[src/hdl/rca_pkg.sv]
// Shared types, constants and helper functions of the retry admission unit.
package rca_pkg;

  localparam int STREAMS      = 16;
  localparam int MAX_ATTEMPTS = 16;
  localparam int SID_W        = $clog2(STREAMS);
  localparam int ATT_W        = $clog2(MAX_ATTEMPTS);

  localparam int CNT_W    = 16;
  localparam int SCNT_W   = 8;
  localparam int BUDGET_W = 14;
  localparam int PROD_W   = CNT_W + BUDGET_W;   // tries * budget
  localparam int LIM_W    = 17;                 // floor(prod / 10000) fits here

  // floor(p / 10000) ~ (p * RECIP) >> RECIP_SHIFT, short by at most one
  localparam int              RECIP_SHIFT = 30;
  localparam logic [LIM_W-1:0] RECIP      = 17'd107374;
  localparam logic [PROD_W-1:0] DIVISOR   = 30'd10000;

  // Event kinds
  localparam logic [2:0] KIND_TRY_START  = 3'd0;
  localparam logic [2:0] KIND_TRY_OK     = 3'd1;
  localparam logic [2:0] KIND_OK_DONE    = 3'd2;
  localparam logic [2:0] KIND_TRY_ABORT  = 3'd3;
  localparam logic [2:0] KIND_ADMIT      = 3'd4;

  // Register indexes
  localparam logic CFG_BUDGET = 1'b0;
  localparam logic CFG_MIN    = 1'b1;

  localparam logic [BUDGET_W-1:0] BUDGET_RST = 14'd2000;
  localparam logic [CNT_W-1:0]    MIN_RST    = 16'd3;

  typedef struct packed {
    logic capture;
    logic mul;
    logic recip;
    logic corr;
    logic apply;
  } rca_cmd_t;

  typedef struct packed {
    logic admit_req;
  } rca_status_t;

  function automatic logic [CNT_W-1:0] inc_sat16(input logic [CNT_W-1:0] v);
    return (v == {CNT_W{1'b1}}) ? v : v + 1'b1;
  endfunction

  function automatic logic [CNT_W-1:0] dec_sat16(input logic [CNT_W-1:0] v);
    return (v == '0) ? v : v - 1'b1;
  endfunction

  function automatic logic [SCNT_W-1:0] inc_sat8(input logic [SCNT_W-1:0] v);
    return (v == {SCNT_W{1'b1}}) ? v : v + 1'b1;
  endfunction

  function automatic logic [SCNT_W-1:0] dec_sat8(input logic [SCNT_W-1:0] v);
    return (v == '0) ? v : v - 1'b1;
  endfunction

endpackage

[src/hdl/retry_concurrency_admission_unit.sv]
// Top level of the retry concurrency admission unit.
//
//  channel  | handshake          | fields
//  ---------+--------------------+------------------------------------------------
//  event in | start & !busy      | kind, stream_id, attempt, prev_attempt,
//           |                    | abort_previous
//  result   | done (one cycle)   | admitted, remaining_retries, retry_circuit_open,
//           |                    | total_active_tries, total_active_retries,
//           |                    | stream_tries
//  config   | wr_en              | wr_index, wr_data
//
// Sequence: an admit request runs a limit pass, then the update, then a limit
// pass; any other kind runs the update and then a limit pass. The limit unit
// (multiply, reciprocal multiply, correction) runs once for the pre-event
// limit of an admit request and once for the post-event limit of every word.
// A new word may be accepted in the done cycle of the previous one.
// Reset (rst, synchronous) clears all counters and bitmaps and restores the
// register defaults; no clearing sweep is needed. Results cannot be stalled.
module retry_concurrency_admission_unit (
  input  logic        clk,
  input  logic        rst,
  // event word
  input  logic        start,
  output logic        busy,
  input  logic [2:0]  kind,
  input  logic [3:0]  stream_id,
  input  logic [3:0]  attempt,
  input  logic [3:0]  prev_attempt,
  input  logic        abort_previous,
  // result word
  output logic        done,
  output logic        admitted,
  output logic [15:0] remaining_retries,
  output logic        retry_circuit_open,
  output logic [15:0] total_active_tries,
  output logic [15:0] total_active_retries,
  output logic [7:0]  stream_tries,
  // config writes
  input  logic        wr_en,
  input  logic        wr_index,
  input  logic [15:0] wr_data
);

  rca_pkg::rca_cmd_t    cmd;
  rca_pkg::rca_status_t status;

  // sequencer: decides which limit passes a word needs
  rca_ctrl u_ctrl (
    .clk    (clk),
    .rst    (rst),
    .start  (start),
    .status (status),
    .cmd    (cmd),
    .busy   (busy),
    .done   (done)
  );

  // counters, bitmaps and arithmetic
  rca_datapath u_dp (
    .clk                  (clk),
    .rst                  (rst),
    .cmd                  (cmd),
    .status               (status),
    .wr_en                (wr_en),
    .wr_index             (wr_index),
    .wr_data              (wr_data),
    .kind                 (kind),
    .stream_id            (stream_id),
    .attempt              (attempt),
    .prev_attempt         (prev_attempt),
    .abort_previous       (abort_previous),
    .admitted             (admitted),
    .remaining_retries    (remaining_retries),
    .retry_circuit_open   (retry_circuit_open),
    .total_active_tries   (total_active_tries),
    .total_active_retries (total_active_retries),
    .stream_tries         (stream_tries)
  );

endmodule

[src/hdl/rca_ctrl.sv]
// Sequencing state machine of the retry admission unit.
module rca_ctrl (
  input  logic                 clk,
  input  logic                 rst,
  input  logic                 start,
  input  rca_pkg::rca_status_t status,
  output rca_pkg::rca_cmd_t    cmd,
  output logic                 busy,
  output logic                 done
);

  localparam logic [2:0] S_IDLE  = 3'd0;
  localparam logic [2:0] S_MUL   = 3'd1;
  localparam logic [2:0] S_RECIP = 3'd2;
  localparam logic [2:0] S_CORR  = 3'd3;
  localparam logic [2:0] S_APPLY = 3'd4;
  localparam logic [2:0] S_DONE  = 3'd5;

  logic [2:0] state, state_next;
  logic       phase, phase_next;   // 1: limit pass after the update
  logic       accept;

  assign busy   = (state != S_IDLE) && (state != S_DONE);
  assign done   = (state == S_DONE);
  assign accept = start && !busy;

  always_comb begin
    state_next = state;
    phase_next = phase;
    unique case (state) inside
      S_IDLE, S_DONE: begin
        if (accept) begin
          phase_next = 1'b0;
          state_next = status.admit_req ? S_MUL : S_APPLY;
        end else begin
          state_next = S_IDLE;
        end
      end
      S_MUL:   state_next = S_RECIP;
      S_RECIP: state_next = S_CORR;
      S_CORR:  state_next = phase ? S_DONE : S_APPLY;
      S_APPLY: begin
        phase_next = 1'b1;
        state_next = S_MUL;
      end
      default: state_next = S_IDLE;
    endcase
  end

  always_comb begin
    cmd         = '0;
    cmd.capture = accept;
    cmd.mul     = (state == S_MUL);
    cmd.recip   = (state == S_RECIP);
    cmd.corr    = (state == S_CORR);
    cmd.apply   = (state == S_APPLY);
  end

  always_ff @(posedge clk) begin
    if (rst) begin
      state <= S_IDLE;
      phase <= 1'b0;
    end else begin
      state <= state_next;
      phase <= phase_next;
    end
  end

endmodule

[src/hdl/rca_datapath.sv]
// Counters, retry bitmaps, config registers and limit arithmetic.
module rca_datapath (
  input  logic                 clk,
  input  logic                 rst,
  input  rca_pkg::rca_cmd_t    cmd,
  output rca_pkg::rca_status_t status,
  input  logic                 wr_en,
  input  logic                 wr_index,
  input  logic [15:0]          wr_data,
  input  logic [2:0]           kind,
  input  logic [3:0]           stream_id,
  input  logic [3:0]           attempt,
  input  logic [3:0]           prev_attempt,
  input  logic                 abort_previous,
  output logic                 admitted,
  output logic [15:0]          remaining_retries,
  output logic                 retry_circuit_open,
  output logic [15:0]          total_active_tries,
  output logic [15:0]          total_active_retries,
  output logic [7:0]           stream_tries
);

  // config
  logic [rca_pkg::BUDGET_W-1:0] budget;
  logic [rca_pkg::CNT_W-1:0]    min_limit;

  // state
  logic [rca_pkg::CNT_W-1:0]        tries, retries;
  logic [rca_pkg::SCNT_W-1:0]       stc [rca_pkg::STREAMS];
  logic [rca_pkg::MAX_ATTEMPTS-1:0] bmp [rca_pkg::STREAMS];

  // captured word
  logic [2:0]                k_r;
  logic [rca_pkg::SID_W-1:0] sid_r;
  logic [rca_pkg::ATT_W-1:0] att_r, prev_r;
  logic                      abort_r;

  // limit pipeline
  logic [rca_pkg::PROD_W-1:0] prod;
  logic [rca_pkg::LIM_W-1:0]  q_est, lim;
  logic                       adm_r;
  logic [rca_pkg::SCNT_W-1:0] stries_r;

  assign status.admit_req = (kind == rca_pkg::KIND_ADMIT);

  // ---- limit arithmetic ----
  logic [rca_pkg::PROD_W+rca_pkg::LIM_W-1:0] recip_prod;
  logic [rca_pkg::PROD_W-1:0]                q_back, resid;
  logic [rca_pkg::LIM_W-1:0]                 q_fix, lim_next;

  assign recip_prod = (rca_pkg::PROD_W+rca_pkg::LIM_W)'(prod)
                    * (rca_pkg::PROD_W+rca_pkg::LIM_W)'(rca_pkg::RECIP);
  assign q_back     = rca_pkg::PROD_W'(q_est) * rca_pkg::DIVISOR;
  assign resid      = prod - q_back;
  assign q_fix      = (resid >= rca_pkg::DIVISOR) ? q_est + 1'b1 : q_est;
  assign lim_next   = (q_fix > rca_pkg::LIM_W'(min_limit)) ? q_fix
                                                          : rca_pkg::LIM_W'(min_limit);

  always_ff @(posedge clk) begin
    if (cmd.mul)
      prod <= rca_pkg::PROD_W'(tries) * rca_pkg::PROD_W'(budget);
    if (cmd.recip)
      q_est <= recip_prod[rca_pkg::PROD_W+rca_pkg::LIM_W-1 -: rca_pkg::LIM_W];
    if (cmd.corr)
      lim <= lim_next;
  end

  // ---- event update ----
  logic [rca_pkg::MAX_ATTEMPTS-1:0] cur_map, map_n;
  logic [rca_pkg::SCNT_W-1:0]       cur_st, st_n;
  logic [rca_pkg::CNT_W-1:0]        tries_n, retries_n;
  logic                             bit_att, bit_prev, delta, fits, adm_n;

  assign cur_map  = bmp[sid_r];
  assign cur_st   = stc[sid_r];
  assign bit_att  = cur_map[att_r];
  assign bit_prev = cur_map[prev_r];
  assign delta    = !(abort_r && bit_prev);
  assign fits     = (rca_pkg::LIM_W'(retries) + rca_pkg::LIM_W'(delta)) <= lim;

  always_comb begin
    map_n     = cur_map;
    st_n      = cur_st;
    tries_n   = tries;
    retries_n = retries;
    adm_n     = 1'b0;
    unique case (k_r)
      rca_pkg::KIND_TRY_START: begin
        if (!bit_att) begin
          tries_n = rca_pkg::inc_sat16(tries);
          st_n    = rca_pkg::inc_sat8(cur_st);
        end
      end
      rca_pkg::KIND_TRY_OK: begin
        if (bit_att) begin
          map_n[att_r] = 1'b0;
          retries_n    = rca_pkg::dec_sat16(retries);
        end
      end
      rca_pkg::KIND_OK_DONE: begin
        tries_n = rca_pkg::dec_sat16(tries);
        st_n    = rca_pkg::dec_sat8(cur_st);
      end
      rca_pkg::KIND_TRY_ABORT: begin
        if (bit_att) begin
          map_n[att_r] = 1'b0;
          retries_n    = rca_pkg::dec_sat16(retries);
        end
        tries_n = rca_pkg::dec_sat16(tries);
        st_n    = rca_pkg::dec_sat8(cur_st);
      end
      rca_pkg::KIND_ADMIT: begin
        if (fits) begin
          adm_n = 1'b1;
          if (delta)
            retries_n = rca_pkg::inc_sat16(retries);
          if (abort_r) begin
            map_n[prev_r] = 1'b0;
          end else begin
            tries_n = rca_pkg::inc_sat16(tries);
            st_n    = rca_pkg::inc_sat8(cur_st);
          end
          map_n[att_r] = 1'b1;
        end
      end
      default: ;   // unused kinds leave state alone
    endcase
  end

  // captured word and result payload
  always_ff @(posedge clk) begin
    if (cmd.capture) begin
      k_r     <= kind;
      sid_r   <= stream_id;
      att_r   <= attempt;
      prev_r  <= prev_attempt;
      abort_r <= abort_previous;
    end
    if (cmd.apply) begin
      adm_r    <= adm_n;
      stries_r <= st_n;
    end
  end

  // control state and config
  always_ff @(posedge clk) begin
    if (rst) begin
      budget    <= rca_pkg::BUDGET_RST;
      min_limit <= rca_pkg::MIN_RST;
      tries     <= '0;
      retries   <= '0;
      for (int i = 0; i < rca_pkg::STREAMS; i++) begin
        stc[i] <= '0;
        bmp[i] <= '0;
      end
    end else begin
      if (wr_en) begin
        case (wr_index)
          rca_pkg::CFG_BUDGET: budget    <= wr_data[rca_pkg::BUDGET_W-1:0];
          rca_pkg::CFG_MIN:    min_limit <= wr_data;
          default: ;
        endcase
      end
      if (cmd.apply) begin
        tries      <= tries_n;
        retries    <= retries_n;
        stc[sid_r] <= st_n;
        bmp[sid_r] <= map_n;
      end
    end
  end

  // ---- result fields ----
  logic [rca_pkg::LIM_W-1:0] headroom;

  assign headroom = (lim >= rca_pkg::LIM_W'(retries)) ? lim - rca_pkg::LIM_W'(retries) : '0;

  assign remaining_retries    = headroom[rca_pkg::LIM_W-1] ? {rca_pkg::CNT_W{1'b1}}
                                                           : headroom[rca_pkg::CNT_W-1:0];
  assign retry_circuit_open   = (remaining_retries == '0);
  assign admitted             = adm_r;
  assign total_active_tries   = tries;
  assign total_active_retries = retries;
  assign stream_tries         = stries_r;

endmodule

[config.mk]
export PLATFORM = sky130hd
export DESIGN_NAME = retry_concurrency_admission_unit
export DESIGN_NICKNAME = d
export VERILOG_FILES = /design/src/hdl/rca_pkg.sv /design/src/hdl/retry_concurrency_admission_unit.sv /design/src/hdl/rca_ctrl.sv /design/src/hdl/rca_datapath.sv
export SDC_FILE = /design/constraint.sdc
export NUM_CORES = 2
export LEC_CHECK = 0
export ABC_AREA = 1
export BUFFER_PORTS_ARGS = -buffer_cell sky130_fd_sc_hd__buf_4
export CELL_PAD_IN_SITES_DETAIL_PLACEMENT = 1
export CELL_PAD_IN_SITES_GLOBAL_PLACEMENT = 2
export CORE_ASPECT_RATIO = 0.5
export CORE_MARGIN = 8
export CORE_UTILIZATION = 40
export DETAILED_ROUTE_END_ITERATION = 8
export PLACE_DENSITY = 0.91
export SYNTH_ARGS = -nofsm -noshare
export SYNTH_HDL_FRONTEND = slang
export SYNTH_HIERARCHICAL = 1
export SYNTH_SLANG_ARGS = --single-unit
[constraint.sdc]
create_clock -name clk -period 10.1 [get_ports clk]
set_input_delay 1.01 -clock clk [delete_from_list [all_inputs] [get_ports clk]]
set_output_delay 1.01 -clock clk [all_outputs]
set_load 0.01 [all_outputs]
## After elaboration in Yosys (flattened, before gate mapping)

Memories as Yosys holds them, arrays and structs flattened. A register that Yosys moved wholly into a read port is not among the register bits.
Index checks and enable logic that the tools add are counted.
Widths: inputs -> output; s select.

| word-level totals | value |
|---|---|
| logic and storage cells | 152 |
| memory bits (writable) | 384 |
| memories | 2 |
| output and inout bits | 60 |
| bits in latches | 0 |
| memory bits (read-only) | 0 |
| register bits | 155 |

Memory list:

| name | words | width | read ports | clocked after Yosys merged registers in | wr ports | RTL line | text |
|---|---|---|---|---|---|---|---|
| u_dp.bmp | 16 | 16 | 1 | 1 | 16 | rca_datapath.sv:30 | `logic [rca_pkg::MAX_ATTEMPTS-1:0] bmp [rca_pkg::STREAMS];` |
| u_dp.stc | 16 | 8 | 1 | 1 | 16 | rca_datapath.sv:29 | `logic [rca_pkg::SCNT_W-1:0] stc [rca_pkg::STREAMS];` |

| cells by class | value |
|---|---|
| add/subtract/negate cells | 10 |
| order comparisons | 8 |
| shift-type cells | 0 |
| reductions and logical operators | 27 |
| multiply operators | 3 |
| bitwise logic cells | 6 |
| eq/ne operators | 23 |
| divide/modulo/power cells | 0 |
| multiplexer cells | 56 |

Operator list:

| kind | count |
|---|---|
| $mux 16 | 18 |
| $pmux 16 s2 | 2 |
| $logic_not 16->1 | 3 |
| $mux 8 | 6 |
| $pmux 16 s3 | 1 |
| $mul 30x16->46 const B | 1 |
| $mux 17 | 2 |
| $add 16x1->16 const B | 2 |
| $and 16x16->16 | 2 |
| $eq 16x16->1 const B | 2 |
| $not 16->16 | 2 |
| $sub 16x1->16 const B | 2 |
| $ge 30x14->1 const B | 1 |
| $mul 16x14->30 | 1 |
| $sub 30x30->30 | 1 |
| $mul 17x10->26 const B | 1 |
| $pmux 8 s3 | 1 |
| $add 16x1->17 | 1 |
| $add 17x1->17 const B | 1 |
| $ge 17x16->1 | 1 |
| $gt 17x16->1 | 1 |
| $le 17x17->1 | 1 |
| $sub 17x16->17 | 1 |
| $mux 4 | 4 |
| 31 further kinds | 75 |

## Longest topological paths before layout

| depth | value |
|---|---|
| word-level depth | 13 |
| depth in mapped cells | 53 |

## Cells and area by module

The synthesis kept the hierarchy.

Modules (own cells, without submodules):

| module | seq. area each (um2) | cells an instance | area an instance (um2) | times used |
|---|---|---|---|---|
| rca_datapath | 15524.9 | 6259 | 50783.7 | 1 |
| rca_ctrl | 80.1 | 35 | 235.2 | 1 |

## Least setup slack after synthesis

No wires, ideal clock.

| path | value |
|---|---|
| path type | register -> register |
| start point | reg u_dp/q_est[4] (netlist name) |
| end point | reg u_dp/lim[10] (netlist name) (data pin) |
| setup slack | 1.836 ns |
| stages on the path, launching flop included | 49 |
| arrival time | 8.011 ns |
| path buffers | 2 |
| cells stage by stage | edfxtp_1 -> inv_1 -> fa_1 -> inv_1 -> ha_1 -> inv_1 -> fa_1 -> inv_1 -> ha_1 -> inv_1 -> fa_1 -> inv_1 -> ha_1 -> nand2_1 -> o21ai_0 -> a21boi_0 -> o21ai_0 -> a21boi_0 -> (+13 left out) -> nand3_1 -> nor2_4 -> clkbuf_1 -> nand4_1 -> nand2_1 -> inv_1 -> ha_1 -> inv_1 -> nor3_1 -> nand3b_1 -> nand4_1 -> nand2_1 -> a31o_2 -> a21boi_0 -> o21ai_1 -> clkbuf_1 -> nand3_1 -> nand2_1 |

| on the way | value |
|---|---|
| cells in the longest elaborated chain, start to end | 6 |

RTL lines:

| what | RTL line | text |
|---|---|---|
| start: declaration | rca_datapath.sv:40 | `logic [rca_pkg::LIM_W-1:0] q_est, lim;` |
| start signal: assignment | rca_datapath.sv:63 | `q_est <= recip_prod[rca_pkg::PROD_W+rca_pkg::LIM_W-1 -: rca_pkg::LIM_W];` |
| $mul 17x10->26 | rca_datapath.sv:53 | `assign q_back = rca_pkg::PROD_W'(q_est) * rca_pkg::DIVISOR;` |
| $sub 30x30->30 | rca_datapath.sv:54 | `assign resid = prod - q_back;` |
| $ge 30x14->1 | rca_datapath.sv:55 | `assign q_fix = (resid >= rca_pkg::DIVISOR) ? q_est + 1'b1 : q_est;` |
| $mux 17 * | rca_datapath.sv:55 |  |
| $gt 17x16->1 | rca_datapath.sv:56 | `assign lim_next = (q_fix > rca_pkg::LIM_W'(min_limit)) ? q_fix` |
| $mux 16 * | rca_datapath.sv:56 |  |
| net u_dp.lim_next (one bit) | rca_datapath.sv:49 | `logic [rca_pkg::LIM_W-1:0] q_fix, lim_next;` |
| end signal: assignment | rca_datapath.sv:65 | `lim <= lim_next;` |
| end: declaration | rca_datapath.sv:40 |  |

Mark *: on every way through the listed nets, which the timed path passes. The rest lies on a longest branch.
A chain may end at the register's enable or synchronous reset.

## Final worst setup path

| path | value |
|---|---|
| start point | reg u_dp/q_est[6] (netlist name) |
| end point | reg u_dp/lim[4] (netlist name) (data pin) |

Same word-level chain as after synthesis.

==> impl_metrics.json <==
{
  "cts_resized": 0,
  "synth-seq-area-share_pct": 30.6,
  "slowest_stage": "fa_1",
  "max_slew.worst_pin.slew_ns": 1.16,
  "report.final.slew_viol_count": 0,
  "run_status": "finished clean",
  "synth_seq_cells": 543,
  "critPathKind": "reg -> reg",
  "yosys_warnings": 6,
  "ctsHoldBuffers": 0,
  "seq_area_um2": 15600,
  "grt_max_degree": 112,
  "async_reset_ff_share_pct": 0,
  "cts_setup_buffers": 0,
  "drive_above_1_share_pct": 5.39,
  "cts_buffer_depth": 3,
  "relSlewSlack_pct": 22.4,
  "num_vias": 41755,
  "coreArea_um2": 126000,
  "grt_usage_pct": 23.3,
  "top_level_ports": 97,
  "grt_pass1_wl_mm": 258,
  "cp-start-kind": "register",
  "layout.nets": 7181,
  "fin_skew_ns": 0.0612,
  "drv_cap": 0,
  "drt_first_iter_violations": 2657,
  "worst_hold_slack_ns": 0.476,
  "syn_nets": 7196,
  "syn_to_final_growth_pct": 8.26,
  "post-route-drc-count": 0,
  "dieArea_um2": 140000,
  "worstPathArrival_ns": 9.68,
  "slowest_delay_ns": 0.52,
  "path_clk_slew_ns": 0.06,
  "htreeDepth": 2,
  "wirelength_mm": 164,
  "fillers": 15222,
  "path_max_fanout": 16,
  "syn_avg_cell_area_um2": 8.11,
  "min-delay-path-class": "reg -> reg",
  "setup_violations": 0,
  "initial_core_util_pct": 40.4,
  "worst_ep_required_time_ns": 10.59,
  "cts_root_buffer": "clkbuf_16",
  "numPortBuffers": 96,
  "syn_area_um2": 51000,
  "multi_input_area_um2": 29100,
  "ys_types": 56,
  "worst_skew_pair.late_latency_ns": 0.66,
  "cts_tree": "done",
  "hold_violations": 0,
  "syn_inst": 6294,
  "dieHeight_um": 269,
  "ant_nets": 0,
  "num_rows": 92,
  "synth_edf_count": 473,
  "grt_overflow": 0,
  "critPathCaptureType": "register",
  "fmax_mhz": 109,
  "dp_hpwl_mm": 123,
  "gp_congestion": 0.903,
  "grt_pass1_vias": 45560,
  "die_w_um": 521,
  "wire_per_inst_um": 20.4,
  "synth_top_flop_cell": "edfxtp_1",
  "antenna_found_initial": 6,
  "n_antenna_cell": 0,
  "finalCritPeriodShare_pct": 91.0,
  "numCtsBuffers": 59,
  "period_needed_ns": 9.19,
  "firstDrtPassIters": 5,
  "routed_via_density": 5.21,
  "clkSinkCount": 543
}
[per-stage QoR]
step	area (um2)	setup TNS [ns]	utilization (%)	setup slack (ns)	instances
4_1_cts	55200	0	43.7	0.732	8021
3_5_place_dp	53300	0	42.2	0.794	7910
6_report	55200	0	43.7	0.912	8021
2_1_floorplan	51000	0	-	1.84	6294
3_3_place_gp	53300	0	42.2	0.931	7910
5_1_grt	55200	-0.00406	43.7	-0.00406	8021
[critical path, delay by kind of cell (launching register included)]
kind	cells	cell delay (ns)
buf+inv	12	1.09
fa+ha+maj	8	3.13
flops	1	0.51
xor+xnor	1	0.15
compound gates	8	1.66
simple gates	21	2.50
[per-layer routing]
layer / global-route usage [%] / routed length [um]
met4: 7.00 / 4810
met5: 0 / 0
met2: 41.9 / 81300
met1: 29.8 / 70800
met3: 2.31 / 7040
[cells in the final DEF (no fill, tap or decap), drive strengths merged, types with 2 or more instances in the layout]
cell / instances
clkinvlp: 4
dfxtp: 70
nand3b: 5
ha: 451
edfxtp: 473
o21a: 2
a21o: 15
nand2: 1542
nor4: 17
clkbuf: 78
o211ai: 62
bufinv: 5
nand4: 55
o2111ai: 5
buf: 147
nand3: 340
a21oi: 261
o21ai: 236
a211oi: 5
fa: 414
clkinv: 26
nor3: 32
nor3b: 4
o31ai: 16
and2: 3
nor2: 427
or2: 5
a31oi: 24
xnor2: 52
o21bai: 9
a21boi: 9
xor2: 104
a221oi: 6
inv: 1418
[path summary, 6_finish.rpt]
| path | from | to | slack, ns | cells past startpoint |
|---|---|---|---|---|
| worst min-delay path | u_ctrl/phase$_SDFFE_PP0P_ | u_ctrl/phase$_SDFFE_PP0P_ | 0.48 | 2 |
| worst max-delay path | u_dp/q_est[6]$_DFFE_PP_ | u_dp/lim[4]$_DFFE_PP_ | 0.91 | 50 |
| worst max register to register | u_dp/q_est[6]$_DFFE_PP_ | u_dp/lim[4]$_DFFE_PP_ | 0.91 | 50 |
| worst min register to register | u_ctrl/phase$_SDFFE_PP0P_ | u_ctrl/phase$_SDFFE_PP0P_ | 0.48 | 2 |
[state kept, by name (all words and copies together) (netlist names), named ones only]
signal,count
u_dp/min_limit,16
u_dp/k_r,3
u_dp/admitted,1
u_ctrl/state,3
u_dp/abort_r,1
u_dp/stc,128
u_dp/att_r,4
u_dp/total_active_retries,16
u_dp/prod,30
u_dp/sid_r,4
u_dp/prev_r,4
u_dp/bmp,256
u_dp/q_est,17
u_dp/budget,14
u_dp/total_active_tries,16
u_dp/lim,17
u_dp/stream_tries,8
u_ctrl/phase,1
[cell usage after synthesis, types with 17 or more instances]
library cell | count | area, um2
a21oi_1 | 256 | 1280
a31oi_1 | 24 | 150
buf_2 | 38 | 190
buf_4 | 22 | 165
clkbuf_1 | 140 | 526
dfxtp_1 | 70 | 1400
edfxtp_1 | 473 | 14200
fa_1 | 414 | 8290
ha_1 | 451 | 5640
inv_1 | 1399 | 5250
inv_2 | 18 | 67.6
nand2_1 | 1523 | 5720
nand2_2 | 17 | 106
nand3_1 | 331 | 1660
nand4_1 | 55 | 344
nor2_1 | 416 | 1560
nor3_1 | 31 | 155
nor4_1 | 17 | 106
o211ai_1 | 62 | 465
o21ai_0 | 192 | 961
o21ai_1 | 40 | 200
xnor2_1 | 52 | 455
xor2_1 | 104 | 911
[cells by family (layout without fill, tap and decap cells)]
group	count (synthesis)	after routing	share of synthesized area [%]
AND/OR/NAND/NOR	2433	2433	19.6
buffers and inverters	1643	1678	12.6
adder cells (fa/ha/maj)	865	865	27.3
AO/OA/AOI/OAI	654	654	7.28
flip-flops	543	543	30.6
XOR/XNOR	156	156	2.68
[cell type report]
cell class / instances / share of cell area (%)
multi-input combinational: 4108 / 52.7
sequential: 543 / 28.3
inverter: 1420 / 9.66
tap: 1692 / 3.83
clock buffer: 78 / 2.89
timing repair buffer: 147 / 2.02
clock inverter: 33 / 0.630
Power is not shown: default switching activity piles up to over one toggle a cycle in this logic, so the estimate is an artifact.
